--- src/hw/rtl/bmp24_to_rgb565_placer_core_macros.svh ---
// ----------------------------------------------------------------------------
// BMP placer assertion macros
// Clocked on clock, disabled while reset is high.
// ----------------------------------------------------------------------------
`ifndef BMP24_TO_RGB565_PLACER_CORE_MACROS_SVH
`define BMP24_TO_RGB565_PLACER_CORE_MACROS_SVH

// Same-cycle implication.
`define BMPP_ASSERT(label, ante, cons, msg) \
   label: assert property (@(posedge clock) disable iff (reset) (ante) |-> (cons)) \
      else $error(msg);

// Next-cycle implication.
`define BMPP_ASSERT_NEXT(label, ante, cons, msg) \
   label: assert property (@(posedge clock) disable iff (reset) (ante) |=> (cons)) \
      else $error(msg);

`endif

--- src/hw/rtl/bmpp_pkg.sv ---
// ----------------------------------------------------------------------------
// BMP placer package
// Result word layout, result kinds and queue sizing shared by the block.
// ----------------------------------------------------------------------------
`default_nettype none

package bmpp_pkg;

   localparam int COORD_W    = 11;
   localparam int COLOR_W    = 16;
   localparam int KIND_W     = 2;
   localparam int FIFO_DEPTH = 4;
   localparam int PTR_W      = $clog2(FIFO_DEPTH);
   localparam int CNT_W      = $clog2(FIFO_DEPTH + 1);

   localparam logic [KIND_W-1:0] KIND_PIXEL  = 2'd0;
   localparam logic [KIND_W-1:0] KIND_DONE   = 2'd1;
   localparam logic [KIND_W-1:0] KIND_REJECT = 2'd2;
   localparam logic [KIND_W-1:0] KIND_EARLY  = 2'd3;

   typedef struct packed {
      logic [KIND_W-1:0]  kind;
      logic [COORD_W-1:0] pixel_x;
      logic [COORD_W-1:0] pixel_y;
      logic [COLOR_W-1:0] color565;
      logic               run_last;
   } result_type;

endpackage

`default_nettype wire

--- src/hw/rtl/bmpp_fifo.sv ---
// ----------------------------------------------------------------------------
// BMP placer result queue
// Small queue: up to two words in per cycle if room, one out per ready cycle.
// ----------------------------------------------------------------------------
`default_nettype none

`include "bmp24_to_rgb565_placer_core_macros.svh"

module bmpp_fifo (
   input  logic                 clock,
   input  logic                 reset,
   input  logic [1:0]           push_cnt,
   input  bmpp_pkg::result_type push0,
   input  bmpp_pkg::result_type push1,
   output logic                 room,
   output logic                 out_valid,
   input  logic                 out_ready,
   output bmpp_pkg::result_type out_data
);
   import bmpp_pkg::*;

   result_type       queue_ff [FIFO_DEPTH];
   logic [PTR_W-1:0] wr_ptr_ff, wr_ptr_in;
   logic [PTR_W-1:0] rd_ptr_ff, rd_ptr_in;
   logic [CNT_W-1:0] count_ff, count_in;
   logic [PTR_W-1:0] wr_ptr_nx;
   logic             pop;

   assign out_valid = (count_ff != '0);
   assign out_data  = queue_ff[rd_ptr_ff];
   assign room      = (count_ff <= CNT_W'(FIFO_DEPTH - 2));
   assign pop       = out_valid && out_ready;
   assign wr_ptr_nx = wr_ptr_ff + PTR_W'(1);

   always_comb begin
      wr_ptr_in = wr_ptr_ff + PTR_W'(push_cnt);
      rd_ptr_in = pop ? rd_ptr_ff + PTR_W'(1) : rd_ptr_ff;
      count_in  = count_ff + CNT_W'(push_cnt) - CNT_W'(pop);
   end

   always_ff @(posedge clock) begin
      if (reset) begin
         wr_ptr_ff <= '0;
         rd_ptr_ff <= '0;
         count_ff  <= '0;
      end else begin
         wr_ptr_ff <= wr_ptr_in;
         rd_ptr_ff <= rd_ptr_in;
         count_ff  <= count_in;
      end
      if (push_cnt != 2'd0) begin
         queue_ff[wr_ptr_ff] <= push0;
      end
      if (push_cnt == 2'd2) begin
         queue_ff[wr_ptr_nx] <= push1;
      end
   end

   `BMPP_ASSERT(a_fifo_bound, 1'b1, count_ff <= CNT_W'(FIFO_DEPTH), "result queue overfilled")
   `BMPP_ASSERT(a_fifo_push_room, push_cnt != 2'd0, room, "result pushed without room")

endmodule

`default_nettype wire

--- src/hw/rtl/bmpp_decode.sv ---
// ----------------------------------------------------------------------------
// BMP placer byte decoder
// Header capture and check, placement, row skipping and RGB565 packing.
// ----------------------------------------------------------------------------
`default_nettype none

`include "bmp24_to_rgb565_placer_core_macros.svh"

module bmpp_decode #(
   parameter int SCREEN_W    = 128,
   parameter int SCREEN_H    = 160,
   parameter int MAX_IMAGE_W = 1280
) (
   input  logic                 clock,
   input  logic                 reset,
   input  logic                 step,
   input  logic [7:0]           step_byte,
   input  logic                 step_eof,
   output logic [1:0]           push_cnt,
   output bmpp_pkg::result_type push0,
   output bmpp_pkg::result_type push1
);
   import bmpp_pkg::*;

   typedef enum logic [2:0] {
      PH_HEADER,
      PH_GAP,
      PH_PIXELS,
      PH_DONE,
      PH_REJECT
   } phase_type;

   localparam int POS_OFFSET = 10;
   localparam int POS_WIDTH  = 18;
   localparam int POS_HEIGHT = 22;
   localparam int POS_CHECK  = 26;
   localparam int POS_LAST   = 33;
   localparam logic [7:0]  PLANES_ONE = 8'd1;
   localparam logic [7:0]  BITS_24    = 8'd24;
   localparam logic [11:0] SW12       = 12'(SCREEN_W);
   localparam logic [11:0] SH12       = 12'(SCREEN_H);
   localparam logic [11:0] MAXW12     = 12'(MAX_IMAGE_W);

   logic [31:0]        pos_ff, pos_in;
   phase_type          phase_ff, phase_in;
   logic [31:0]        offset_ff, offset_in;
   logic [11:0]        width_ff, width_in;
   logic               width_hi_ff, width_hi_in;
   logic [15:0]        height_ff, height_in;
   logic               height_hi_ff, height_hi_in;
   logic               check_ok_ff, check_ok_in;
   logic [12:0]        stride_ff, stride_in;
   logic [11:0]        kept3_ff, kept3_in;
   logic [COORD_W-1:0] col_start_ff, col_start_in;
   logic [15:0]        skip_ff, skip_in;
   logic [COORD_W-1:0] rows_left_ff, rows_left_in;
   logic [12:0]        bir_ff, bir_in;
   logic [1:0]         tri_ff, tri_in;
   logic [10:0]        partial_ff, partial_in;
   logic [COORD_W-1:0] cur_x_ff, cur_x_in;
   logic [COORD_W-1:0] cur_y_ff, cur_y_in;

   logic [11:0]        kw;
   logic [11:0]        ye12;
   logic [12:0]        bir_inc;
   logic               hsmall;
   logic               hdr_ok;
   logic               run_pix;
   logic               finish;
   logic               pix;
   result_type         pix_word;
   result_type         stat_word;

   // header derived values
   always_comb begin
      kw     = (width_ff > SW12) ? SW12 : width_ff;
      hsmall = (height_ff <= 16'(SCREEN_H));
      ye12   = hsmall ? ((SH12 - height_ff[11:0]) >> 1) + height_ff[11:0] - 12'd1
                      : SH12 - 12'd1;
      hdr_ok = check_ok_ff && (step_byte == 8'd0) && !width_hi_ff && (width_ff != '0) &&
               (width_ff <= MAXW12) && !height_hi_ff && (height_ff != '0) &&
               (height_ff != 16'hFFFF) && (offset_ff >= 32'(POS_LAST + 1));
      bir_inc = bir_ff + 13'd1;
   end

   always_comb begin
      pos_in       = pos_ff;
      phase_in     = phase_ff;
      offset_in    = offset_ff;
      width_in     = width_ff;
      width_hi_in  = width_hi_ff;
      height_in    = height_ff;
      height_hi_in = height_hi_ff;
      check_ok_in  = check_ok_ff;
      stride_in    = stride_ff;
      kept3_in     = kept3_ff;
      col_start_in = col_start_ff;
      skip_in      = skip_ff;
      rows_left_in = rows_left_ff;
      bir_in       = bir_ff;
      tri_in       = tri_ff;
      partial_in   = partial_ff;
      cur_x_in     = cur_x_ff;
      cur_y_in     = cur_y_ff;
      run_pix      = 1'b0;
      finish       = 1'b0;
      pix          = 1'b0;
      pix_word     = '0;
      stat_word    = '0;
      push_cnt     = 2'd0;
      push0        = '0;
      push1        = '0;

      if (step) begin
         pos_in = (pos_ff == '1) ? pos_ff : pos_ff + 32'd1;

         unique case (phase_ff)
            PH_HEADER: begin
               case (pos_ff[5:0])
                  6'(POS_OFFSET):     offset_in[7:0]   = step_byte;
                  6'(POS_OFFSET + 1): offset_in[15:8]  = step_byte;
                  6'(POS_OFFSET + 2): offset_in[23:16] = step_byte;
                  6'(POS_OFFSET + 3): offset_in[31:24] = step_byte;
                  6'(POS_WIDTH): width_in[7:0] = step_byte;
                  6'(POS_WIDTH + 1): begin
                     width_in[11:8] = step_byte[3:0];
                     width_hi_in    = (step_byte[7:4] != 4'd0);
                  end
                  6'(POS_WIDTH + 2),
                  6'(POS_WIDTH + 3): width_hi_in = width_hi_ff || (step_byte != 8'd0);
                  6'(POS_HEIGHT):     height_in[7:0]  = step_byte;
                  6'(POS_HEIGHT + 1): height_in[15:8] = step_byte;
                  6'(POS_HEIGHT + 2): height_hi_in = (step_byte != 8'd0);
                  6'(POS_HEIGHT + 3): height_hi_in = height_hi_ff || (step_byte != 8'd0);
                  6'(POS_CHECK):      check_ok_in = (step_byte == PLANES_ONE);
                  6'(POS_CHECK + 2):  check_ok_in = check_ok_ff && (step_byte == BITS_24);
                  6'(POS_CHECK + 1),
                  6'(POS_CHECK + 3),
                  6'(POS_CHECK + 4),
                  6'(POS_CHECK + 5),
                  6'(POS_CHECK + 6):  check_ok_in = check_ok_ff && (step_byte == 8'd0);
                  6'(POS_LAST): begin
                     if (hdr_ok) begin
                        phase_in     = PH_GAP;
                        stride_in    = ({width_ff, 1'b0} + {1'b0, width_ff} + 13'd3) &
                                       ~13'd3;
                        kept3_in     = 12'({kw, 1'b0} + {1'b0, kw});
                        col_start_in = (width_ff > SW12) ? '0
                                       : COORD_W'((SW12 - width_ff) >> 1);
                        skip_in      = hsmall ? 16'd0 : height_ff - 16'(SCREEN_H);
                        rows_left_in = hsmall ? height_ff[COORD_W-1:0]
                                              : COORD_W'(SCREEN_H);
                        cur_x_in     = (width_ff > SW12) ? '0
                                       : COORD_W'((SW12 - width_ff) >> 1);
                        cur_y_in     = ye12[COORD_W-1:0];
                        bir_in       = '0;
                        tri_in       = '0;
                        partial_in   = '0;
                     end else begin
                        phase_in = PH_REJECT;
                     end
                  end
                  default: ;
               endcase
            end
            PH_GAP: begin
               if (pos_ff >= offset_ff) begin
                  phase_in = PH_PIXELS;
                  run_pix  = 1'b1;
               end
            end
            PH_PIXELS: run_pix = 1'b1;
            PH_DONE, PH_REJECT: ;
            default: ;
         endcase

         if (run_pix) begin
            if (skip_ff != '0) begin
               if (bir_inc >= stride_ff) begin
                  bir_in  = '0;
                  skip_in = skip_ff - 16'd1;
               end else begin
                  bir_in = bir_inc;
               end
            end else begin
               if (bir_ff < {1'b0, kept3_ff}) begin
                  case (tri_ff)
                     2'd0: partial_in = {6'd0, step_byte[7:3]};
                     2'd1: partial_in = {step_byte[7:2], partial_ff[4:0]};
                     default: begin
                        pix              = 1'b1;
                        pix_word.kind    = KIND_PIXEL;
                        pix_word.pixel_x = cur_x_ff;
                        pix_word.pixel_y = cur_y_ff;
                        pix_word.color565 = {step_byte[7:3], partial_ff};
                        cur_x_in         = cur_x_ff + COORD_W'(1);
                        if ((bir_inc == {1'b0, kept3_ff}) &&
                            (rows_left_ff <= COORD_W'(1))) begin
                           rows_left_in = '0;
                           phase_in     = PH_DONE;
                           finish       = 1'b1;
                        end
                     end
                  endcase
               end
               if (!finish) begin
                  tri_in = (tri_ff == 2'd2) ? 2'd0 : tri_ff + 2'd1;
                  if (bir_inc >= stride_ff) begin
                     bir_in   = '0;
                     tri_in   = '0;
                     cur_y_in = cur_y_ff - COORD_W'(1);
                     cur_x_in = col_start_ff;
                     if (rows_left_ff != '0) begin
                        rows_left_in = rows_left_ff - COORD_W'(1);
                     end
                  end else begin
                     bir_in = bir_inc;
                  end
               end
            end
         end

         if (step_eof) begin
            unique case (phase_in)
               PH_DONE:   stat_word.kind = KIND_DONE;
               PH_REJECT: stat_word.kind = KIND_REJECT;
               default:   stat_word.kind = KIND_EARLY;
            endcase
            stat_word.run_last = 1'b1;
            pos_in             = '0;
            phase_in           = PH_HEADER;
         end

         if (pix && step_eof) begin
            push_cnt = 2'd2;
            push0    = pix_word;
            push1    = stat_word;
         end else if (pix) begin
            push_cnt       = 2'd1;
            push0          = pix_word;
            push0.run_last = 1'b1;
         end else if (step_eof) begin
            push_cnt = 2'd1;
            push0    = stat_word;
         end
      end
   end

   always_ff @(posedge clock) begin
      if (reset) begin
         pos_ff   <= '0;
         phase_ff <= PH_HEADER;
      end else begin
         pos_ff   <= pos_in;
         phase_ff <= phase_in;
      end
      offset_ff    <= offset_in;
      width_ff     <= width_in;
      width_hi_ff  <= width_hi_in;
      height_ff    <= height_in;
      height_hi_ff <= height_hi_in;
      check_ok_ff  <= check_ok_in;
      stride_ff    <= stride_in;
      kept3_ff     <= kept3_in;
      col_start_ff <= col_start_in;
      skip_ff      <= skip_in;
      rows_left_ff <= rows_left_in;
      bir_ff       <= bir_in;
      tri_ff       <= tri_in;
      partial_ff   <= partial_in;
      cur_x_ff     <= cur_x_in;
      cur_y_ff     <= cur_y_in;
   end

   `BMPP_ASSERT_NEXT(a_eof_restart, step && step_eof, (pos_ff == '0) && (phase_ff == PH_HEADER), "file end did not restart decoder")
   `BMPP_ASSERT(a_pair_order, push_cnt == 2'd2, (push0.kind == KIND_PIXEL) && !push0.run_last && (push1.kind != KIND_PIXEL) && push1.run_last, "bad result pair")
   `BMPP_ASSERT(a_done_quiet, step && ((phase_ff == PH_DONE) || (phase_ff == PH_REJECT)), (push_cnt == 2'd0) || ((push_cnt == 2'd1) && (push0.kind != KIND_PIXEL)), "pixel after image end")

endmodule

`default_nettype wire

--- src/hw/rtl/bmp24_to_rgb565_placer_core.sv ---
// ----------------------------------------------------------------------------
// BMP 24-bit to RGB565 placer
// Streams a 24-bit BMP file byte by byte and emits placed RGB565 pixels.
// ----------------------------------------------------------------------------
// Input words (req_*) carry one file byte each, req_end_of_file on the last.
// Output words (rsp_*) are pixels (kind 0, with screen x,y and color) or one
// status word per file (image done, header rejected, file ended early) given
// on the last byte; rsp_run_last marks the final word caused by a byte.
// A byte accepted on the input is registered in a hold stage, decoded into
// the four-entry result queue once that queue has room, and its first word
// then shows on rsp_valid.
// Throughput: one byte per cycle while the queue has room. A byte that ends
// the file and also completes the last pixel gives two words.
// The input side is gated by queue space (room for two words), so with a
// stalled receiver req_ready goes low once the queue lacks that room; nothing
// is dropped. Reset clears the queue and returns the decoder to the header.
// ----------------------------------------------------------------------------
`default_nettype none

module bmp24_to_rgb565_placer_core #(
   parameter int SCREEN_W    = 128,
   parameter int SCREEN_H    = 160,
   parameter int MAX_IMAGE_W = 1280
) (
   input  logic                           clock,
   input  logic                           reset,
   input  logic                           req_valid,
   output logic                           req_ready,
   input  logic [7:0]                     req_data_byte,
   input  logic                           req_end_of_file,
   output logic                           rsp_valid,
   input  logic                           rsp_ready,
   output logic [bmpp_pkg::KIND_W-1:0]    rsp_kind,
   output logic [bmpp_pkg::COORD_W-1:0]   rsp_pixel_x,
   output logic [bmpp_pkg::COORD_W-1:0]   rsp_pixel_y,
   output logic [bmpp_pkg::COLOR_W-1:0]   rsp_color565,
   output logic                           rsp_run_last
);
   import bmpp_pkg::*;

   logic       hold_valid_ff, hold_valid_in;
   logic [7:0] hold_byte_ff, hold_byte_in;
   logic       hold_eof_ff, hold_eof_in;
   logic       advance;
   logic       room;
   logic [1:0] push_cnt;
   result_type push0;
   result_type push1;
   result_type out_data;

   assign advance   = hold_valid_ff && room;
   assign req_ready = !hold_valid_ff || advance;

   always_comb begin
      hold_valid_in = hold_valid_ff;
      hold_byte_in  = hold_byte_ff;
      hold_eof_in   = hold_eof_ff;
      if (req_ready) begin
         hold_valid_in = req_valid;
         hold_byte_in  = req_data_byte;
         hold_eof_in   = req_end_of_file;
      end
   end

   always_ff @(posedge clock) begin
      if (reset) begin
         hold_valid_ff <= 1'b0;
      end else begin
         hold_valid_ff <= hold_valid_in;
      end
      hold_byte_ff <= hold_byte_in;
      hold_eof_ff  <= hold_eof_in;
   end

   bmpp_decode #(
      .SCREEN_W    (SCREEN_W),
      .SCREEN_H    (SCREEN_H),
      .MAX_IMAGE_W (MAX_IMAGE_W)
   ) u_decode (
      .clock     (clock),
      .reset     (reset),
      .step      (advance),
      .step_byte (hold_byte_ff),
      .step_eof  (hold_eof_ff),
      .push_cnt  (push_cnt),
      .push0     (push0),
      .push1     (push1)
   );

   bmpp_fifo u_fifo (
      .clock     (clock),
      .reset     (reset),
      .push_cnt  (push_cnt),
      .push0     (push0),
      .push1     (push1),
      .room      (room),
      .out_valid (rsp_valid),
      .out_ready (rsp_ready),
      .out_data  (out_data)
   );

   assign rsp_kind     = out_data.kind;
   assign rsp_pixel_x  = out_data.pixel_x;
   assign rsp_pixel_y  = out_data.pixel_y;
   assign rsp_color565 = out_data.color565;
   assign rsp_run_last = out_data.run_last;

endmodule

`default_nettype wire
--- config.mk ---
export PLATFORM = sky130hd
export DESIGN_NAME = bmp24_to_rgb565_placer_core
export DESIGN_NICKNAME = d
export VERILOG_FILES = /design/src/hw/rtl/bmpp_pkg.sv /design/src/hw/rtl/bmpp_fifo.sv /design/src/hw/rtl/bmpp_decode.sv /design/src/hw/rtl/bmp24_to_rgb565_placer_core.sv
export VERILOG_INCLUDE_DIRS = /design/src /design/src/hw/rtl
export SDC_FILE = /design/constraint.sdc
export NUM_CORES = 1
export LEC_CHECK = 0
export ABC_CLOCK_PERIOD_IN_PS = 8400
export BUFFER_PORTS_ARGS = -buffer_cell sky130_fd_sc_hd__buf_4
export CORE_ASPECT_RATIO = 1.2
export CORE_UTILIZATION = 40
export DETAILED_ROUTE_END_ITERATION = 10
export PLACE_DENSITY = 0.54
export REMOVE_ABC_BUFFERS = 1
export SLEW_MARGIN = 20
export SYNTH_ARGS = -nofsm -noshare
export SYNTH_HDL_FRONTEND = slang
export SYNTH_SLANG_ARGS = --single-unit
--- constraint.sdc ---
create_clock -name clock -period 8.4 [get_ports clock]
set_input_delay 1.26 -clock clock [delete_from_list [all_inputs] [get_ports clock]]
set_output_delay 1.26 -clock clock [all_outputs]
set_load 0.05 [all_outputs]
==> key figures <==
Status
  – Outcome: complete, no violations

Clocking
  – Clk root buf: clkbuf_16
  – Num CTS Buffers: 43
  – Post-CTS sizing: 0
  – Hold-fix buffers at CTS: 0
  – Clock Pin Slew Worst Setup and Hold Paths: 0.06 ns
  – Clk_lat worst skew: 0.58 ns
  – CTS H-tree depth: 2
  – CTS tree: built
  – Clock sinks: 390
  – Total setup buffers inserted after CTS: 0
  – Max Buffers Root-to-Sink: 3

Setup path
  – Critical path arrival: 6.11 ns
  – Crit end category: register
  – Worst setup SP type: register
  – CP Cell Sequence: inv_1 -> ha_1 -> nor3b_2 -> nand4_1 -> nor3_1 -> nand2_1 -> nor3_1 -> nand4_1 -> inv_1 -> ha_1 -> o21ai_1 -> nor3_1 -> nand3_2 -> o21ai_0
  – Worst path max stage delay: 0.88 ns
  – Critical path class: register to register
  – Slowest cell on crit path: nand3_2
  – Worst EP required: 8.85 ns
  – CP max FO: 38
  – CP Buf/Inv Count: 2
  – Critical path's most frequent cell: nor3_1
  – CP delay by family, top: simple AND/OR/NAND/NOR gates

Synth
  – Yosys cell types: 85
  – Seq cells post-synth: 390
  – Synth async-reset ratio: 0%
  – Yosys warns: 0
  – Sequential area share after synthesis: 45.35%
  – Cells after Synth: 2,230
  – Post-Syn Area per Cell: 9.630 um2
  – Ys flop type: dfxtp_1
  – Cell Area, Synth: 21,480 um2
  – EDFF count, synth: 193

Drt
  – Vias per cell: 5.595
  – Antenna-violating nets left: 0
  – Drt wl/cell: 19.26 um
  – Drt first pass iters: 5
  – Vias: 16,717
  – DRC Markers: 0
  – Number of DRC violations after detailed-routing iteration 0: 1,135
  – DRT Wirelength: 57.54 mm

Power
  – Peak supply drop: 137.4 uV
  – Total power: 4.738 mW
  – Pleak: 8.938 nW
  – Power per Cell Area: 196.4 nW/um2

Floorplan
  – Initial core utilization: 40.65%
  – Core ar.: 52,840 um2
  – Die Y: 255.8 um
  – Full die area: 54,620 um2
  – Die W: 213.5 um
  – I/O pin cnt: 56
  – Site row count: 92

Worst hold path
  – Hold Path Class: register to register

STA
  – # setup viols final: 0
  – Final hold slack: 0.4479 ns
  – Tmin final: 5.658 ns
  – Worst setup margin: 2.742 ns
  – Setup Skew: 0.01910 ns
  – Slew @ Worst Pin: 1.001 ns
  – Slew Limit Headroom: 33.18%
  – Final worst-path cycle share: 67.36%
  – Fin. max-slew vios: 0
  – Fin. Hold Viols: 0
  – Final setup TNS: 0 ns
  – Fmax: 176.7 MHz
  – RSZ-0062 raised after global routing: no

Cells and area
  – Fin util: 45.65%
  – Final #Nets: 2,402
  – Area delta synth->final: 12.31%
  – Final std cells w/o fill: 2,988
  – Cell area after layout: 24,120 um2
  – Share of layout cells above drive strength 1: 10.78%

Global route
  – Largest net degree at the start of global routing: 72
  – Antenna violations before repair: 0
  – Global Route Usage Sum: 21.30%
  – Vias in the first global route: 16,603
  – GRT overflow: 0
  – First-pass GRT wire length: 91.62 mm

Place
  – Placement-stage cell area: 22,580 um2
  – Gpl congestion: 0.8440
  – Placed insts: 2,906
  – HPWL Detailed: 39.83 mm
  – Input/output buffers: 55
  – Place WS: 2.836 ns

Job
  – Max-Cap Viols: 0
==> synth_stat cells, types with 27 or more instances <==
master / number / area (um2)
o21ai_0: 214 / 1071
xor2_1: 36 / 315.3
nand3_1: 56 / 280.3
a21oi_1: 86 / 430.4
mux2i_1: 27 / 270.3
nor3_1: 65 / 325.3
clkbuf_1: 88 / 330.3
nand2_1: 297 / 1115
mux4_2: 41 / 923.4
nor2_1: 141 / 529.3
dfxtp_1: 197 / 3944
inv_1: 147 / 551.8
xnor2_1: 68 / 595.6
edfxtp_1: 193 / 5796
nor4_1: 30 / 187.7
ha_1: 139 / 1739
==> worst paths after layout <==
kind,start,depth (start not counted),slack [ns],to
max,u_decode.skip_ff[0],14,2.74,u_fifo.queue_ff[0][25]
min reg2reg,u_fifo.queue_ff[1][7],2,0.45,u_fifo.queue_ff[1][7]
min,u_fifo.queue_ff[1][7],2,0.45,u_fifo.queue_ff[1][7]
max reg2reg,u_decode.skip_ff[0],14,2.74,u_fifo.queue_ff[0][25]
==> report_power, final <==
| group | internal, mW | switching (mW) | leakage [nW] | total [mW] |
|---|---|---|---|---|
| logic | 0.197 | 0.347 | 4.87 | 0.545 |
| registers | 2.09 | 0.0865 | 3.33 | 2.17 |
| clock network | 1.22 | 0.799 | 0.732 | 2.02 |
| total | 3.50 | 1.23 | 8.94 | 4.74 |
==> placed cells by master (no fill, tap or decap), types with 64 or more instances in the layout <==
cell and instances:
a21oi_1 85, buf_4 76, dfxtp_1 195, edfxtp_1 193, ha_1 139, inv_1 147
nand2_1 297, nor2_1 136, nor3_1 64, o21ai_0 214, xnor2_1 68
==> worst register-to-register path: stages, from the launching register on <==
cell and delay (ns):
edfxtp_1 0.41, inv_1 0.11, ha_1 0.18, nor3b_2 0.33
nand4_1 0.20, nor3_1 0.28, nand2_1 0.11, nor3_1 0.49
nand4_1 0.65, inv_1 0.29, ha_1 0.29, o21ai_1 0.23
nor3_1 0.58, nand3_2 0.88, o21ai_0 0.50
==> cell type report <==
| type | count | area, um2 |
|---|---|---|
| Fill cell | 4992 | 28720 |
| Multi-Input combinational cell | 1587 | 10840 |
| Sequential cell | 390 | 9742 |
| Clock buffer | 57 | 1191 |
| Tap cell | 705 | 882.1 |
| Timing Repair Buffer | 77 | 598.1 |
| Inverter | 148 | 558.0 |
| Clock inverter | 23 | 307.8 |
| Antenna cell | 1 | 2.502 |
==> metal layers <==
metal	part of all wire, %	wire [um]	vias to the layer above	global-route usage [%]
li1	-	-	8079	-
met1	43	24730	8146	26.63
met2	50	28810	395	37.37
met3	4.2	2392	97	2.871
met4	2.8	1605	0	6.964
met5	0	0	-	0
==> registers in the layout, summed over array words and instances (netlist names), 12 cells and up, named ones only <==
name and flops:
u_decode.bir_ff 13, u_decode.height_ff 16, u_decode.kept3_ff 12, u_decode.offset_ff 32
u_decode.pos_ff 32, u_decode.skip_ff 16, u_decode.width_ff 12, u_fifo.queue_ff 164
==> kinds of logic after synthesis <==
kind of cell / share of synthesized area, %
buf+inv: 4.504
xor+xnor: 4.451
flops: 45.35
fa+ha+maj: 8.378
mux: 5.925
compound gates: 14.19
simple gates: 17.20
(Power assumes the default switching activity.)
